<file path="src/hdl/mmcc_pkg.sv">
`default_nettype none
// ----------------------------------------------------------------------------
// mmcc_pkg: shared types and codes for the multi-click classifier
// Tick and result payloads, configuration bundle, action and register codes.
// ----------------------------------------------------------------------------
package mmcc_pkg;

	localparam int PTR_W     = 14;
	localparam int TIMEOUT_W = 12;
	localparam int TOL_W     = 8;
	localparam int LIMIT_W   = 5;
	localparam int ACT_W     = 3;
	localparam int CFG_IDX_W = 2;
	localparam int CFG_DAT_W = 12;

	// action codes
	localparam logic [ACT_W-1:0] ACT_NONE       = 3'd0;
	localparam logic [ACT_W-1:0] ACT_SINGLE     = 3'd1;
	localparam logic [ACT_W-1:0] ACT_DOUBLE     = 3'd2;
	localparam logic [ACT_W-1:0] ACT_TRIPLE     = 3'd3;
	localparam logic [ACT_W-1:0] ACT_DRAG_START = 3'd4;
	localparam logic [ACT_W-1:0] ACT_DRAG       = 3'd5;

	// configuration register indexes
	localparam logic [CFG_IDX_W-1:0] CFG_TIMEOUT   = 2'd0;
	localparam logic [CFG_IDX_W-1:0] CFG_TOLERANCE = 2'd1;
	localparam logic [CFG_IDX_W-1:0] CFG_LIMIT     = 2'd2;

	// reset values
	localparam logic [TIMEOUT_W-1:0] TIMEOUT_RST = 12'd450;
	localparam logic [TOL_W-1:0]     TOL_RST     = 8'd10;
	localparam logic [LIMIT_W-1:0]   LIMIT_RST   = 5'd16;
	localparam logic [LIMIT_W-1:0]   DRAG_MAX    = 5'd31;
	localparam logic [LIMIT_W-1:0]   DRAG_ONE    = 5'd1;

	typedef struct packed {
		logic             press_event;
		logic             release_event;
		logic             slide_start;
		logic [PTR_W-1:0] pointer_x;
		logic [PTR_W-1:0] pointer_y;
	} tick_t;

	typedef struct packed {
		logic [ACT_W-1:0] action_code;
		logic             notify_pulse;
		logic             destroy_icon;
		logic             clear_selection;
		logic             button_down;
	} result_t;

	typedef struct packed {
		logic [TIMEOUT_W-1:0] timeout_ticks;
		logic [TOL_W-1:0]     move_tolerance;
		logic [LIMIT_W-1:0]   slide_tick_limit;
	} cfg_t;

endpackage
`default_nettype wire

</file>
<file path="src/hdl/mmcc_cfg.sv">
`default_nettype none
// ----------------------------------------------------------------------------
// mmcc_cfg: configuration registers
// Holds timeout, movement tolerance and drag tick limit; writes by index.
// ----------------------------------------------------------------------------
module mmcc_cfg (
	input  wire logic                            clk,
	input  wire logic                            arst_n,
	input  wire logic                            wr_en,
	input  wire logic [mmcc_pkg::CFG_IDX_W-1:0]  wr_index,
	input  wire logic [mmcc_pkg::CFG_DAT_W-1:0]  wr_data,
	output mmcc_pkg::cfg_t                       cfg
);
	import mmcc_pkg::*;

	cfg_t cfg_q;

	always_ff @(posedge clk or negedge arst_n) begin
		if (!arst_n) begin
			cfg_q.timeout_ticks    <= TIMEOUT_RST;
			cfg_q.move_tolerance   <= TOL_RST;
			cfg_q.slide_tick_limit <= LIMIT_RST;
		end else if (wr_en) begin
			case (wr_index)
				CFG_TIMEOUT:   cfg_q.timeout_ticks    <= wr_data[TIMEOUT_W-1:0];
				CFG_TOLERANCE: cfg_q.move_tolerance   <= wr_data[TOL_W-1:0];
				CFG_LIMIT:     cfg_q.slide_tick_limit <= wr_data[LIMIT_W-1:0];
				default: begin
					// drop writes to unmapped indexes
				end
			endcase
		end
	end

	assign cfg = cfg_q;

endmodule
`default_nettype wire

</file>
<file path="src/hdl/mmcc_core.sv">
`default_nettype none
// ----------------------------------------------------------------------------
// mmcc_core: gesture state and per-tick classification
// Holds the click state and computes one result per tick in a single pass.
// ----------------------------------------------------------------------------
module mmcc_core #(
	parameter int COORD_BITS = 14,
	parameter int TIMER_BITS = 12
) (
	input  wire logic    clk,
	input  wire logic    arst_n,
	input  wire mmcc_pkg::cfg_t  cfg,
	input  wire logic    step_en,
	input  wire mmcc_pkg::tick_t tick,
	output mmcc_pkg::result_t result
);
	import mmcc_pkg::*;

	localparam int PW = (COORD_BITS > PTR_W) ? COORD_BITS : PTR_W;
	localparam int TW = (TIMER_BITS > TIMEOUT_W) ? TIMER_BITS : TIMEOUT_W;
	localparam logic [TIMER_BITS-1:0] TIMER_MAX = {TIMER_BITS{1'b1}};

	logic [ACT_W-1:0]      act_q, act_n;
	logic                  drag_q, drag_n;
	logic [LIMIT_W-1:0]    dticks_q, dticks_n;
	logic [TIMER_BITS-1:0] idle_q, idle_n;
	logic                  armed_q, armed_n;
	logic [COORD_BITS-1:0] last_x_q, last_x_n;
	logic [COORD_BITS-1:0] last_y_q, last_y_n;
	logic                  btn_q, btn_n;
	logic                  req, notify, destroy, clr;
	logic [PW-1:0]         px_w, py_w;
	logic [COORD_BITS-1:0] px, py, dx, dy, tol;

	assign px_w = PW'(tick.pointer_x);
	assign py_w = PW'(tick.pointer_y);
	assign px   = px_w[COORD_BITS-1:0];
	assign py   = py_w[COORD_BITS-1:0];
	assign dx   = (px > last_x_q) ? (px - last_x_q) : (last_x_q - px);
	assign dy   = (py > last_y_q) ? (py - last_y_q) : (last_y_q - py);
	assign tol  = COORD_BITS'(cfg.move_tolerance);

	always_comb begin
		act_n    = act_q;
		drag_n   = drag_q | tick.slide_start;
		dticks_n = dticks_q;
		idle_n   = idle_q;
		armed_n  = armed_q;
		last_x_n = last_x_q;
		last_y_n = last_y_q;
		btn_n    = btn_q;
		req      = 1'b0;
		notify   = 1'b0;
		destroy  = 1'b0;
		clr      = 1'b0;

		// idle timeout
		if (armed_q) begin
			if (idle_q < TIMER_MAX)
				idle_n = idle_q + 1'b1;
			if (TW'(idle_n) > TW'(cfg.timeout_ticks)) begin
				if (!drag_n)
					act_n = ACT_NONE;
				armed_n = 1'b0;
			end
		end

		if (tick.press_event) begin
			btn_n = 1'b1;
			req   = 1'b1;
		end

		// drag tick
		if (drag_n) begin
			if (dticks_n < DRAG_MAX)
				dticks_n = dticks_n + 1'b1;
			act_n = ACT_DRAG_START;
			req   = 1'b0;
		end

		if (tick.release_event) begin
			btn_n = 1'b0;
			if (act_n != ACT_DOUBLE)
				req = 1'b0;
			if (act_n == ACT_DRAG_START) begin
				req    = 1'b1;
				drag_n = 1'b0;
			end
		end

		if (req) begin
			case (act_n)
				ACT_TRIPLE, ACT_DRAG, ACT_NONE: begin
					act_n = ACT_SINGLE;
					clr   = 1'b1;
					if (dticks_n > cfg.slide_tick_limit || dticks_n == DRAG_ONE) begin
						destroy = 1'b1;
					end else begin
						// short drag merges into a double click
						act_n  = ACT_DOUBLE;
						notify = 1'b1;
					end
					dticks_n = DRAG_ONE;
				end
				ACT_SINGLE: begin
					act_n    = ACT_DOUBLE;
					last_x_n = px;
					last_y_n = py;
					notify   = 1'b1;
				end
				ACT_DOUBLE: begin
					if (dx > tol || dy > tol) begin
						act_n   = ACT_SINGLE;
						destroy = 1'b1;
					end else begin
						act_n  = ACT_TRIPLE;
						notify = 1'b1;
					end
				end
				ACT_DRAG_START: begin
					act_n  = ACT_DRAG;
					notify = 1'b1;
				end
				default: begin
					// unused codes hold
				end
			endcase
			idle_n  = '0;
			armed_n = 1'b1;
		end
	end

	always_ff @(posedge clk or negedge arst_n) begin
		if (!arst_n) begin
			act_q    <= ACT_NONE;
			drag_q   <= 1'b0;
			dticks_q <= DRAG_ONE;
			idle_q   <= TIMER_MAX;
			armed_q  <= 1'b1;
			last_x_q <= '0;
			last_y_q <= '0;
			btn_q    <= 1'b0;
		end else if (step_en) begin
			act_q    <= act_n;
			drag_q   <= drag_n;
			dticks_q <= dticks_n;
			idle_q   <= idle_n;
			armed_q  <= armed_n;
			last_x_q <= last_x_n;
			last_y_q <= last_y_n;
			btn_q    <= btn_n;
		end
	end

	assign result.action_code     = act_n;
	assign result.notify_pulse    = notify;
	assign result.destroy_icon    = destroy;
	assign result.clear_selection = clr;
	assign result.button_down     = btn_n;

endmodule
`default_nettype wire

</file>
<file path="src/hdl/mouse_multi_click_classifier.sv">
`default_nettype none
// ----------------------------------------------------------------------------
// mouse_multi_click_classifier: tick-driven multi-click detector
// Sorts button activity into single, double, triple click, drag start and drag.
// ----------------------------------------------------------------------------
// Path: a tick passes the input register, then the result register, and
// waits in the input register while the result side stalls.
// Throughput: one tick per cycle unless the result side stalls; the gesture
// state updates once per tick.
// Reset: arst_n clears the handshake stages, loads the configuration
// defaults and puts the gesture state in its no-action condition.
module mouse_multi_click_classifier #(
	parameter int COORD_BITS = 14,
	parameter int TIMER_BITS = 12
) (
	input  wire logic                           clk,
	input  wire logic                           arst_n,
	// tick channel
	input  wire logic                           tick_valid,
	output logic                                tick_stall,
	input  wire mmcc_pkg::tick_t                tick,
	// result channel
	output logic                                result_valid,
	input  wire logic                           result_stall,
	output mmcc_pkg::result_t                   result,
	// configuration write channel
	input  wire logic                           cfg_valid,
	output logic                                cfg_ready,
	input  wire logic [mmcc_pkg::CFG_IDX_W-1:0] cfg_index,
	input  wire logic [mmcc_pkg::CFG_DAT_W-1:0] cfg_data
);
	import mmcc_pkg::*;

	cfg_t    cfg;
	tick_t   tick_s1;
	logic    tick_valid_s1;
	result_t step_result;
	result_t result_s2;
	logic    result_valid_s2;
	logic    advance;
	logic    tick_take;

	// always ready: configuration writes never wait
	assign cfg_ready = 1'b1;

	mmcc_cfg u_cfg (
		.clk      (clk),
		.arst_n   (arst_n),
		.wr_en    (cfg_valid),
		.wr_index (cfg_index),
		.wr_data  (cfg_data),
		.cfg      (cfg)
	);

	// advance the held tick whenever the result register is free or draining
	assign advance    = tick_valid_s1 && (!result_valid_s2 || !result_stall);
	assign tick_stall = tick_valid_s1 && !advance;
	assign tick_take  = tick_valid && !tick_stall;

	always_ff @(posedge clk or negedge arst_n) begin
		if (!arst_n) begin
			tick_valid_s1 <= 1'b0;
		end else if (advance || !tick_valid_s1) begin
			tick_valid_s1 <= tick_take;
		end
	end

	// payload register, no reset
	always_ff @(posedge clk) begin
		if (tick_take)
			tick_s1 <= tick;
	end

	// classification happens as the tick moves into the result register
	mmcc_core #(
		.COORD_BITS (COORD_BITS),
		.TIMER_BITS (TIMER_BITS)
	) u_core (
		.clk     (clk),
		.arst_n  (arst_n),
		.cfg     (cfg),
		.step_en (advance),
		.tick    (tick_s1),
		.result  (step_result)
	);

	always_ff @(posedge clk or negedge arst_n) begin
		if (!arst_n) begin
			result_valid_s2 <= 1'b0;
		end else if (advance) begin
			result_valid_s2 <= 1'b1;
		end else if (!result_stall) begin
			// drop valid once the result transfer completes
			result_valid_s2 <= 1'b0;
		end
	end

	// hold the result while stalled
	always_ff @(posedge clk) begin
		if (advance)
			result_s2 <= step_result;
	end

	assign result_valid = result_valid_s2;
	assign result       = result_s2;

endmodule
`default_nettype wire

</file>
<file path="config.mk">
export PLATFORM = sky130hd
export DESIGN_NAME = mouse_multi_click_classifier
export DESIGN_NICKNAME = d
export VERILOG_FILES = /design/src/hdl/mmcc_pkg.sv /design/src/hdl/mmcc_cfg.sv /design/src/hdl/mmcc_core.sv /design/src/hdl/mouse_multi_click_classifier.sv
export SDC_FILE = /design/constraint.sdc
export NUM_CORES = 1
export LEC_CHECK = 0
export BUFFER_PORTS_ARGS = -buffer_cell sky130_fd_sc_hd__buf_2
export CAP_MARGIN = 20
export CORE_MARGIN = 1.5
export CORE_UTILIZATION = 46
export CTS_CLUSTER_DIAMETER = 120
export DETAILED_ROUTE_END_ITERATION = 7
export MAX_ROUTING_LAYER = met4
export PLACE_DENSITY_LB_ADDON = 0.1
export SLEW_MARGIN = 20
export SYNTH_ARGS = -nofsm -noshare
export SYNTH_HDL_FRONTEND = slang
export SYNTH_SLANG_ARGS = --single-unit
</file>
<file path="constraint.sdc">
create_clock -name clk -period 10.89 [get_ports clk]
set_clock_uncertainty 0.05 [all_clocks]
set_input_delay 0.5445 -clock clk [delete_from_list [all_inputs] [get_ports clk]]
set_output_delay 0.5445 -clock clk [all_outputs]
set_load 0.02 [all_outputs]
</file>
Word-level counts from Yosys, hierarchy flattened
Index checks and enable logic that the tools add are counted.
- logic and storage cells: 108
- output and inout bits: 10
- bits in registers: 116
- magnitude comparators: 8
- reduce and logical (&&, ||, !) cells: 22
- bitwise operators: 1
- mux-type cells: 38
- $add $sub $neg: 6
- equality and inequality tests: 10
- operator list (kind ; number):
    subtractor 14 bit ; 4
    2-to-1 mux 12 bit ; 4
    > comparator 14 bit ; 2
    > comparator 14 x 8 -> 1 bit ; 2
    2-to-1 mux 14 bit ; 2
    2-to-1 mux 5 bit ; 4
    2-to-1 mux 1 bit ; 19
    adder 12 x 1 -> 12 bit, second input constant ; 1
    > comparator 12 bit ; 1
    less-than comparator 12 bit, second input constant ; 1
    2-to-1 mux 3 bit ; 4
    one-hot mux 3 bit (4 select lines) ; 1
    AND reduction 2 bit ; 4
    equality test 3 x 2 -> 1 bit, second input constant ; 2
    equality test 3 bit, second input constant ; 2
    adder 5 x 1 -> 5 bit, second input constant ; 1
    equality test 5 x 1 -> 1 bit, second input constant ; 1
    > comparator 5 bit ; 1
    zero test 1 bit ; 5
    less-than comparator 5 bit, second input constant ; 1
    logical OR 1 bit ; 4
    2-to-1 mux 2 bit ; 2
    equality test 3 x 1 -> 1 bit, second input constant ; 1
    logical AND 1 bit ; 3
    other kinds (13) ; 13

Depth between registers and ports, before layout
Gate-level depths: netlist of run 1.
- depth after elaboration: 13
- gate-level depth with buffers: 25
- mapped depth without buffers: 24

Modules after synthesis
A second synthesis of run 1 with hierarchy kept.
- cell total of the unflattened synthesis: 873
- area total of the unflattened synthesis: 8448.1 µm²
- modules (own cells, without submodules) (module ; times used ; cells an instance ; area each (µm²)):
    mmcc_core ; 1 ; 771 ; 6238.5
    mouse_multi_click_classifier ; 1 ; 48 ; 1244.9
    mmcc_cfg ; 1 ; 54 ; 964.7

Least setup slack after synthesis of run 1
No wires, ideal clock.
- path type: reg-to-reg
- start: register tick_s1[14] (netlist name)
- end: register result_s2 (netlist bit result[2]), data pin
- setup slack: 5.785 ns
- setup time: 0.267 ns
- path buffers: 1
- stages on the path, launching flop included: 26
- arrival: 4.787 ns
- cells stage by stage: edfxtp_1 inv_1 ha_1 inv_1 fa_1 a21o_1 a221oi_1 o31a_1 a21o_1 buf_4 mux2i_1 a221oi_1 o21ai_1 a31oi_1 xnor2_1 ha_1 nand2_1 nor2_1 a2111oi_0 o21ai_0 o221ai_1 o311ai_0 or4_4 nor4_2 nor4b_1 o22ai_1
- longest elaborated chain between the ends: 6
- elaborated cells between the ends (all ways): 8
- classes of those cells: add/sub: 2; order compare: 2; mux: 3; reduce/logical: 1
- ends and longest elaborated chain (what ; line ; text):
    from (decl) ; mouse_multi_click_classifier.sv:35 ; tick_t tick_s1;
    from (signal assigned) ; mouse_multi_click_classifier.sv:71 ; tick_s1 <= tick;
    subtractor 14 bit / > comparator 14 bit (equally long branches) ; mmcc_core.sv:39 ; assign dx = (px > last_x_q) ? (px - last_x_q) : (last_x_q - px);
    2-to-1 mux 14 bit (*) ; mmcc_core.sv:39 ;
    > comparator 14 x 8 -> 1 bit (*) ; mmcc_core.sv:112 ; if (dx > tol || dy > tol) begin
    logical OR 1 bit (*) ; mmcc_core.sv:112 ;
    2-to-1 mux 1 bit (*) ; mmcc_core.sv:112 ;
    one-hot mux 1 bit (2 select lines) (*) ; mmcc_core.sv:92 ; case (act_n)
    to (signal assigned) ; mouse_multi_click_classifier.sv:101 ; result_s2 <= step_result;
    to (decl) ; mouse_multi_click_classifier.sv:38 ; result_t result_s2;
Every way passes the cells marked *; elsewhere a longest branch is shown, timed or not.
A chain may end at the register's enable or synchronous reset.

Final worst setup path of run 1
Ends and elaborated chain as after synthesis.

==> results of run 1 <==
area by class of cell:
| class | instances | area, um^2 | area share [%] |
|---|---|---|---|
| well taps | 229 | 287 | 3.07 |
| clock inverters | 5 | 26.3 | 0.281 |
| inverters | 98 | 368 | 3.94 |
| flip-flops and latches | 116 | 3120 | 33.4 |
| multi-input cells | 647 | 4700 | 50.3 |
| clock buffers | 27 | 504 | 5.39 |
| repair buffers | 64 | 340 | 3.64 |
power groups by stage:
stage	logic, W	clock network, W	registers (W)
2_1_floorplan	0.00104	0	0.000616
6_report	0.00129	0.000509	0.000633
3_5_place_dp	0.00127	0	0.000639
3_3_place_gp	0.00127	0	0.000638
5_1_grt	0.00146	0.000541	0.000648
4_1_cts	0.00128	0.000519	0.000634
state kept, by name, indices dropped and copies added, names as in the netlist:
| signal | flops |
|---|---|
| u_core.armed_q | 1 |
| u_core.act_q | 3 |
| u_core.dticks_q | 5 |
| result_valid | 1 |
| u_core.btn_q | 1 |
| u_core.last_x_q | 14 |
| tick_valid_s1 | 1 |
| u_core.drag_q | 1 |
| tick_s1 | 31 |
| u_cfg.cfg | 25 |
| result | 7 |
| u_core.last_y_q | 14 |
| u_core.idle_q | 12 |
through the flow:
| stage | utilization [%] | area (um^2) |
|---|---|---|
| 2_1_floorplan | - | 8410 |
| 3_3_place_gp | 49.0 | 8810 |
| 3_5_place_dp | 49.0 | 8810 |
| 4_1_cts | 52.0 | 9350 |
| 5_1_grt | 52.0 | 9350 |
| 6_report | 52.0 | 9350 |
cell families (layout without fill, tap and decap cells):
logic type                 Yosys count  count (layout)  share of synthesized area [%]
AOI/OAI and AO/OA                  246             246                           19.0
DFF                                116             116                           37.1
adders and majority gates           93              93                           14.2
muxes                               43              43                           5.61
xor gates and xnor gates            36              36                           3.75
and+or+nand+nor                    228             228                           13.2
other                                1               1                         0.0446
buffers and inverters              139             194                           7.11
synthesized netlist by cell type, types with 5 or more instances:
library cell,number
inv_1,97
and2_1,5
dfrtp_1,57
o21a_1,12
o21ai_1,8
xnor2_1,23
nand2b_1,7
nor3_1,8
o21ai_0,67
xor2_1,13
dfstp_2,21
nor2_1,39
mux2_2,22
a21o_1,16
a31o_2,6
a31oi_1,15
nor2b_1,13
a21oi_1,54
clkbuf_1,21
buf_2,9
o31ai_1,5
nand3_1,28
nand4_1,15
ha_1,89
mux2i_1,19
a32o_1,7
buf_4,7
a211oi_1,5
nand2_1,89
edfxtp_1,38
and3_1,6
o211ai_1,9
worst max-delay path: stages, from the launching register on:
cell,delay [ns]
edfxtp_1,0.41
inv_1,0.08
ha_1,0.17
inv_1,0.07
fa_1,0.39
a21o_1,0.19
a221oi_1,0.37
o31a_1,0.26
a21o_1,0.39
mux2i_1,0.15
a221oi_1,0.27
o21ai_1,0.13
a31oi_1,0.26
o21ai_1,0.12
xor2_1,0.16
ha_1,0.21
a2111oi_0,0.35
o21ai_0,0.14
o221ai_1,0.11
o311ai_0,0.18
or4_4,0.44
nor4_2,0.27
nor4b_1,0.29
o22ai_1,0.10
metal layers:
layer  track usage, %  wire length (um)  vias up
met3             4.64               606       14
met1             28.3              9180     3036
met5                -                 0        -
met4             4.54               189        0
li1                 -                 -     3284
met2             31.2              8120       95
worst max-delay path by stage:
stage	slack, ns	depth (start not counted)	to
3_3_place_gp	5.30	24	result[2]
6_report	5.08	23	result[2]
5_1_grt	4.45	24	result[2]
3_5_place_dp	5.10	24	result[2]
2_1_floorplan	5.79	25	result[2]
4_1_cts	5.08	24	result[2]
repair_timing:
action | 4_1_cts | 5_1_grt
setup endpoints to repair | 0 | 0
hold endpoints to repair | 17 | 0
hold buffers | 1 | 0
==> results.md, run 1 <==
* Worst r2r src: tick_s1[14]
* Synth Register Bits at 116
* Die W at 138 um
* Routed vias/inst at 5.42
* Required time worst endpoint at 11.00 ns
* Crit. End Element: register
* Vias at 6429
* Synth Net Count at 1045
* Ys Warns at 0
* Place WS at 5.10 ns
* R2R depth at 23
* Commonest non-fill, non-tap cell in the layout: inv_1
* Post-Synthesis Cell Area at 0.00841 mm^2
* Final worst setup slack at 5.08 ns
* Initial antenna violation count at 0
* EDFF count, synth at 38
* Postcts setup bufs at 0
* # DRC at 0
* Top_reg_cell synth: dfrtp_1
* Total CTS buffers at 17
* Worst-Margin Slew at 0.850 ns
* Reg clk slew, reported paths at 0.06 ns
* Port Buf Inserts at 58
* Hold Startpoint: tick[23]
* Global route overflow at 0
* Area growth, synth to finish at 11.2%
* Asr flop ratio synth at 67.2%
* I/O pin total at 60
* Crit share post-route at 53.3%
* Logic pwr share at 52.9%
* Status: finished, final reports clean
* Hold WC Path Type: input pin to register
* H-tree depth at 4
* Antenna-violating nets left at 0
* Fin cells at 1186
* DPL Wire Length at 13.3 mm
* Peak VDD IR at 144 uV
* Synth top area cells: dfrtp_1, edfxtp_1, ha_1, dfstp_2, inv_1
* End of the worst register-to-register path: result[2]
* RSZ-0062 raised after global routing: false
* Final nets at 1087
* Syn avg cell area at 9.32 um^2
* Psw at 0.00101 W
* Sink Count at 116
* Max-Cap Viols at 0
* Cell taking the most area after synthesis: dfrtp_1
* Diodes inserted at 0
* GP Congestion at 0.866
* Slew margin rel. at 43.1%
* Most frequent cells in the layout: inv_1, nand2_1, ha_1, o21ai_0
* Clk_lat worst skew at 0.42 ns
* Starting density of the core at 46.8%
* Wire length per cell at 15.3 um
* Clock root buffer: clkbuf_16
* Sw frac at 41.4%
* Critical path origin: tick_s1[14]
* Post-synthesis sequential area ratio at 37.1%
* Placed cells at 1153
* DIE AREA at 0.0191 mm^2
* Max Root-Sink Buffers at 2
* Crit start category: register
* Synth cell types at 72
* CTS tree: done
* Row count at 49
* Setup Viol. Count Final at 0
* Int Pwr at 0.00142 W
* Total Power at 0.00243 W
* Largest net degree at the start of global routing at 62
* Hold Path Sink: tick_s1[23]
* Vias in the first global route at 6239
* First-pass GRT wire length at 31.2 mm
* Worst-path fanout max at 12
* Power share of the sequential group at 26.1%
* Drt pass-1 iters at 5
* Post-Syn Instances at 902
* Top cell type's share of synthesized area at 17.0%
* Crit path kind: register to register
* Die height at 138 um
* Core area at 0.0180 mm^2
* 1st-iter DRT viols at 415
* Final hold vios at 0
* Leak Pwr at 4.25 nW
* Hold WS at 0.246 ns
* Power Dens Cells at 260 mW/mm^2
* Fmax at 172 MHz
* Filler cells at 1674
* Flop2flop setup slack at 5.08 ns
* CP Data Arrival Time at 5.92 ns
* Max-slew violations at 0
* Fin Setup TNS at 0 ns
* Worst hold path depth at 1
* Clock power share at 21.0%
* Fin crit period at 5.81 ns
* GRT Util Overall at 20.6%
* Final WL at 18.1 mm
* Share of layout cells above drive strength 1 at 16.0%
* Post-CTS Resized at 0
Note: power is estimated with default switching activity, not from simulation.
==> inputs of run 2 (changes only) <==
==> constraint.sdc (replaced) <==
create_clock -name clk -period 6 [get_ports clk]
set_clock_uncertainty 0.05 [all_clocks]
set_input_delay 0.3 -clock clk [delete_from_list [all_inputs] [get_ports clk]]
set_output_delay 0.3 -clock clk [all_outputs]
set_load 0.02 [all_outputs]
==> run 2 against run 1 <==
  * Die area stayed put
  * Count of clock-buffer cells in the layout fell by 2
  * Hold slack worse by 0.24 ns
  * Fmax rose by 6.2%
  * Clock power grew 100%
  * Global-route usage grew 0.084 points
  * Sequential share of layout area shrank 1.2 points
  * Combinational power is 83% higher
  * Critical path depth unchanged
  * Via count grew 2.6%
  * Sequential power up 82%
  * Largest power group unchanged
  * Highest routed layer unchanged
==> results.md, run 2 (synthesized netlist as in run 1, its figures left out) <==
* Die height at 138 um
* CP Data Arrival Time at 5.58 ns
* First-pass GRT wire length at 31.4 mm
* Max-slew violations at 0
* R2R depth at 23
* Wire length per cell at 15.1 um
* Final hold vios at 0
* Most frequent cells in the layout: inv_1, nand2_1, ha_1, o21ai_0
* End of the worst register-to-register path: result[2]
* Reg clk slew, reported paths at 0.05 ns
* Final nets at 1116
* Worst r2r src: tick_s1[14]
* Hold WC Path Type: input pin to register
* Status: finished, final reports clean
* DPL Wire Length at 13.5 mm
* Commonest non-fill, non-tap cell in the layout: inv_1
* Peak VDD IR at 287 uV
* Critical-path top delay cell: or4_4
* Crit path kind: register to register
* Largest net degree at the start of global routing at 58
* Required time worst endpoint at 6.11 ns
* Routed vias/inst at 5.43
* Most flops, register: tick_s1
* Global route overflow at 0
* Drt pass-1 iters at 5
* Dpl cell area at 0.00881 mm^2
* Fmax at 183 MHz
* Fin crit period at 5.47 ns
* CTS tree: done
* RSZ-0062 raised after global routing: false
* Slew margin rel. at 43.3%
* Max Root-Sink Buffers at 2
* 1st-iter DRT viols at 436
* CP cell instances: inv_1 > ha_1 > inv_1 > fa_1 > a21o_1 > a221oi_2 > o31a_1 > a21o_1 > mux2i_1 > a221oi_1 > o21ai_1 > a31oi_1 > o21ai_1 > xor2_1 > ha_1 > a2111oi_0 > o21ai_0 > o221ai_1 > o311ai_0 > or4_4 > nor4_2 > nor4b_1 > o22ai_1
* Vias in the first global route at 6374
* Crit share post-route at 91.1%
* CP endpoint: result[2]
* Clk_lat worst skew at 0.42 ns
* Vias at 6596
* Diodes inserted at 0
* Critical path origin: tick_s1[14]
* Crit start category: register
* Die W at 138 um
* Core area at 0.0180 mm^2
* Worst-path fanout max at 5
* Hold WS at 0.00912 ns
* Fin Setup TNS at 0 ns
* H-tree depth at 4
* Share of layout cells above drive strength 1 at 16.0%
* Starting density of the core at 46.8%
* Max reg flops at 31
* I/O pin total at 60
* Leak Pwr at 4.41 nW
* Hold Startpoint: tick[9]
* Setup Viol. Count Final at 0
* Largest stage delay on the critical path at 0.44 ns
* Final instance area at 0.00971 mm^2
* Total CTS buffers at 17
* Port Buf Inserts at 58
* Row count at 49
* Clock root buffer: clkbuf_16
* Flop2flop setup slack at 0.53 ns
* DIE AREA at 0.0191 mm^2
* Total Power at 0.00452 W
* Area growth, synth to finish at 15.4%
* Power Dens Cells at 466 mW/mm^2
* Worst-Margin Slew at 0.848 ns
* GRT Util Overall at 20.7%
* Postcts setup bufs at 0
* # DRC at 0
* Initial antenna violation count at 0
* Final WL at 18.3 mm
* Sink Count at 116
* Core Util, Final at 54.0%
* Max-Cap Viols at 0
* GP Congestion at 0.845
* Crit. End Element: register
* Antenna-violating nets left at 0
[run 2: cell type report]
cell class                      count  area [um^2]
Clock inverter                      7         65.1
Timing Repair Buffer               93          628
Tap cell                          229          287
Fill cell                        1616         8260
Multi-Input combinational cell    647         4710
Clock buffer                       25          529
Sequential cell                   116         3120
Inverter                           98          368
[run 2: how the worst min path moves through the flow]
stage,endpoint,slack (ns),cells past startpoint
after floorplan,result_valid,-0.05,0
after global placement,u_core.last_y_q[8],0.17,1
after detailed placement,u_core.last_y_q[8],0.17,1
after CTS,tick_s1[9],0.0007,1
after global routing,tick_s1[10],0.005,1
final,tick_s1[9],0.009,1
[run 2: critical path: cells and delay by family (launching register included)]
family	cells	cell delay, ns
xor gates and xnor gates	1	0.17
adders and majority gates	3	0.74
AOI/OAI and AO/OA	13	2.61
buffers and inverters	2	0.15
muxes	1	0.10
and+or+nand+nor	3	0.98
DFF	1	0.41
[run 2: layer usage]
| metal | share of wire [%] | vias to the layer above | global-route usage, % |
|---|---|---|---|
| met5 | 0 | - | - |
| met4 | 1.5 | 0 | 6.32 |
| met3 | 2.8 | 25 | 3.64 |
| met2 | 45 | 107 | 31.4 |
| met1 | 51 | 3118 | 28.3 |
| li1 | - | 3346 | - |
[run 2: power by group]
part	switching [W]	internal (W)	total, W
Combinational	0.00134	0.00101	0.00236
Clock	0.000364	0.000652	0.00102
Sequential	0.000137	0.00101	0.00115
Total	0.00184	0.00268	0.00452
[run 2: through the flow]
| stage | setup WS (ns) | cells |
|---|---|---|
| floorplan | 0.895 | 902 |
| global placement | 0.616 | 1154 |
| detailed placement | 0.443 | 1154 |
| CTS | 0.449 | 1215 |
| global route | 0.0426 | 1215 |
| finish | 0.531 | 1215 |
[run 2: timing repair]
item | 4_1_cts | 5_1_grt
resized for setup | 0 | 1
endpoints found under the hold margin | 49 | 0
endpoints found under the setup margin | 0 | 1
hold buffers | 29 | 0
==> inputs of run 3 (changes only) <==
--- a/config.mk
+++ b/config.mk
@@ -8,7 +8,7 @@
 export BUFFER_PORTS_ARGS = -buffer_cell sky130_fd_sc_hd__buf_2
 export CAP_MARGIN = 20
 export CORE_MARGIN = 1.5
-export CORE_UTILIZATION = 46
+export CORE_UTILIZATION = 50
 export CTS_CLUSTER_DIAMETER = 120
 export DETAILED_ROUTE_END_ITERATION = 7
 export MAX_ROUTING_LAYER = met4
==> run 3 against run 2 <==
  * Hold slack gained 0.0025 ns
  * Sequential share of layout area increased by 0.13 points
  * Cell count is 0.74% lower
  * Count of clock-buffer cells in the layout is 4 lower
  * Critical path depth is the same
  * Flip-flop and latch count is the same
  * Die area shrank 7.8%
  * Via count up 0.53%
  * Combinational power barely moved
  * Wire length about the same
  * Clock power fell by 5%
  * Critical endpoint unchanged
==> results.md, run 3 (synthesized netlist as in run 1, its figures left out) <==
* Status: finished, final reports clean
* Vias at 6631
* CP Data Arrival Time at 5.54 ns
* GRT Util Overall at 22.3%
* Area growth, synth to finish at 15.0%
* Die height at 133 um
* Most flops, register: tick_s1
* Crit. End Element: register
* Worst-Margin Slew at 0.901 ns
* Fin Setup TNS at 0 ns
* Commonest non-fill, non-tap cell in the layout: inv_1
* RSZ-0062 raised after global routing: false
* Reg clk slew, reported paths at 0.06 ns
* Peak VDD IR at 229 uV
* Max-Cap Viols at 0
* Drt pass-1 iters at 5
* Placed cells at 1145
* Sw frac at 40.9%
* Wire length per cell at 15.2 um
* R2R depth at 23
* Worst-path fanout max at 4
* Core area at 0.0165 mm^2
* CTS tree: done
* Vias in the first global route at 6370
* Total Power at 0.00448 W
* Sequential cell area at 0.00312 mm^2
* Row count at 47
* Initial antenna violation count at 0
* Max-slew violations at 0
* H-tree depth at 4
* Largest net degree at the start of global routing at 60
* Clk_lat worst skew at 0.42 ns
* DIE AREA at 0.0176 mm^2
* Routed vias/inst at 5.50
* Power share of the sequential group at 25.6%
* GP Congestion at 0.849
* Leak Pwr at 4.38 nW
* Antenna-violating nets left at 0
* Starting density of the core at 50.9%
* First-pass GRT wire length at 30.6 mm
* Power Dens Cells at 463 mW/mm^2
* Final instance area at 0.00967 mm^2
* 1st-iter DRT viols at 531
* Global route overflow at 0
* Logic pwr share at 52.7%
* Diodes inserted at 0
* Setup Viol. Count Final at 0
* Final nets at 1116
* Clock power share at 21.7%
* Final WL at 18.3 mm
* Final hold vios at 0
* Fin cells at 1206
* Port Buf Inserts at 58
* Max Root-Sink Buffers at 2
* Postcts setup bufs at 0
* I/O pin total at 60
* Most frequent cells in the layout: inv_1, nand2_1, ha_1, o21ai_0
* Slew margin rel. at 39.8%
* Total CTS buffers at 17
* Max reg flops at 31
* Hold WS at 0.0116 ns
* Fin crit period at 5.43 ns
* Psw at 0.00183 W
* DPL Wire Length at 13.3 mm
* Filler cells at 1504
* # DRC at 0
* Clock root buffer: clkbuf_16
* Dpl cell area at 0.00880 mm^2
* Multi-input logic area at 0.00472 mm^2
* Hold WC Path Type: input pin to register
* Crit share post-route at 90.4%
* Sink Count at 116
* Crit start category: register
* Int Pwr at 0.00265 W
* Die W at 133 um
* Worst hold path depth at 1
* Share of layout cells above drive strength 1 at 16.0%
* Crit path kind: register to register
* Required time worst endpoint at 6.12 ns
* Fmax at 184 MHz
==> run 3: power by group through the flow <==
stage | sequential [W] | combinational [W] | clock, W
finish | 0.00115 | 0.00236 | 0.000972
global route | 0.00117 | 0.00266 | 0.00102
CTS | 0.00115 | 0.00233 | 0.000991
detailed placement | 0.00116 | 0.00230 | 0
global placement | 0.00116 | 0.00229 | 0
floorplan | 0.00112 | 0.00189 | 0
==> run 3: layer usage <==
layer	part of all wire (%)	track usage (%)	routed length [um]
met1	49	29.5	8940
met2	46	35.0	8420
met3	4.0	4.75	724
met4	1.2	5.43	216
met5	0	-	0
==> run 3: timing repair <==
action                                  4_1_cts  5_1_grt
gates resized for setup                       0        3
hold endpoints to repair                     43        4
endpoints found under the setup margin        0        1
hold buffers                                 25        4
==> run 3: worst max-delay path, cell delays in order, from the launching register on <==
cell	delay, ns
edfxtp_1	0.40
inv_1	0.08
ha_1	0.17
inv_1	0.07
fa_1	0.38
a21o_1	0.20
a221oi_2	0.29
o31a_1	0.25
a21o_1	0.24
mux2i_1	0.10
a221oi_1	0.26
o21ai_1	0.13
a31oi_1	0.25
o21ai_1	0.12
xor2_1	0.16
ha_1	0.21
a2111oi_1	0.36
o21ai_0	0.14
o221ai_1	0.12
o311ai_0	0.17
or4_4	0.43
nor4_2	0.25
nor4b_2	0.26
o22ai_1	0.09
==> run 3: path summary, 6_finish.rpt <==
kind / from / endpoint / slack (ns)
setup / recovery: tick_s1[14] / result[2] / 0.57
hold / removal: tick[11] / tick_s1[11] / 0.01
setup reg to reg: tick_s1[14] / result[2] / 0.57
hold reg to reg: tick_valid_s1 / result_valid / 0.45
max in group asynchronous: arst_n / result_valid / 4.59
min in group asynchronous: arst_n / u_core.last_y_q[6] / 0.26
==> run 3: cell type report <==
| class | count | share of cell area (%) |
|---|---|---|
| Multi-Input combinational cell | 647 | 48.8 |
| Timing Repair Buffer | 93 | 6.50 |
| Clock inverter | 11 | 1.13 |
| Clock buffer | 21 | 4.66 |
| Inverter | 98 | 3.81 |
| Tap cell | 220 | 2.85 |
| Sequential cell | 116 | 32.3 |
==> run 3: through the flow <==
stage | util [%] | worst slack (ns)
global placement | 53.3 | 0.623
finish | 58.5 | 0.574
detailed placement | 53.3 | 0.434
global route | 58.5 | 0.0883
floorplan | - | 0.895
CTS | 58.2 | 0.440
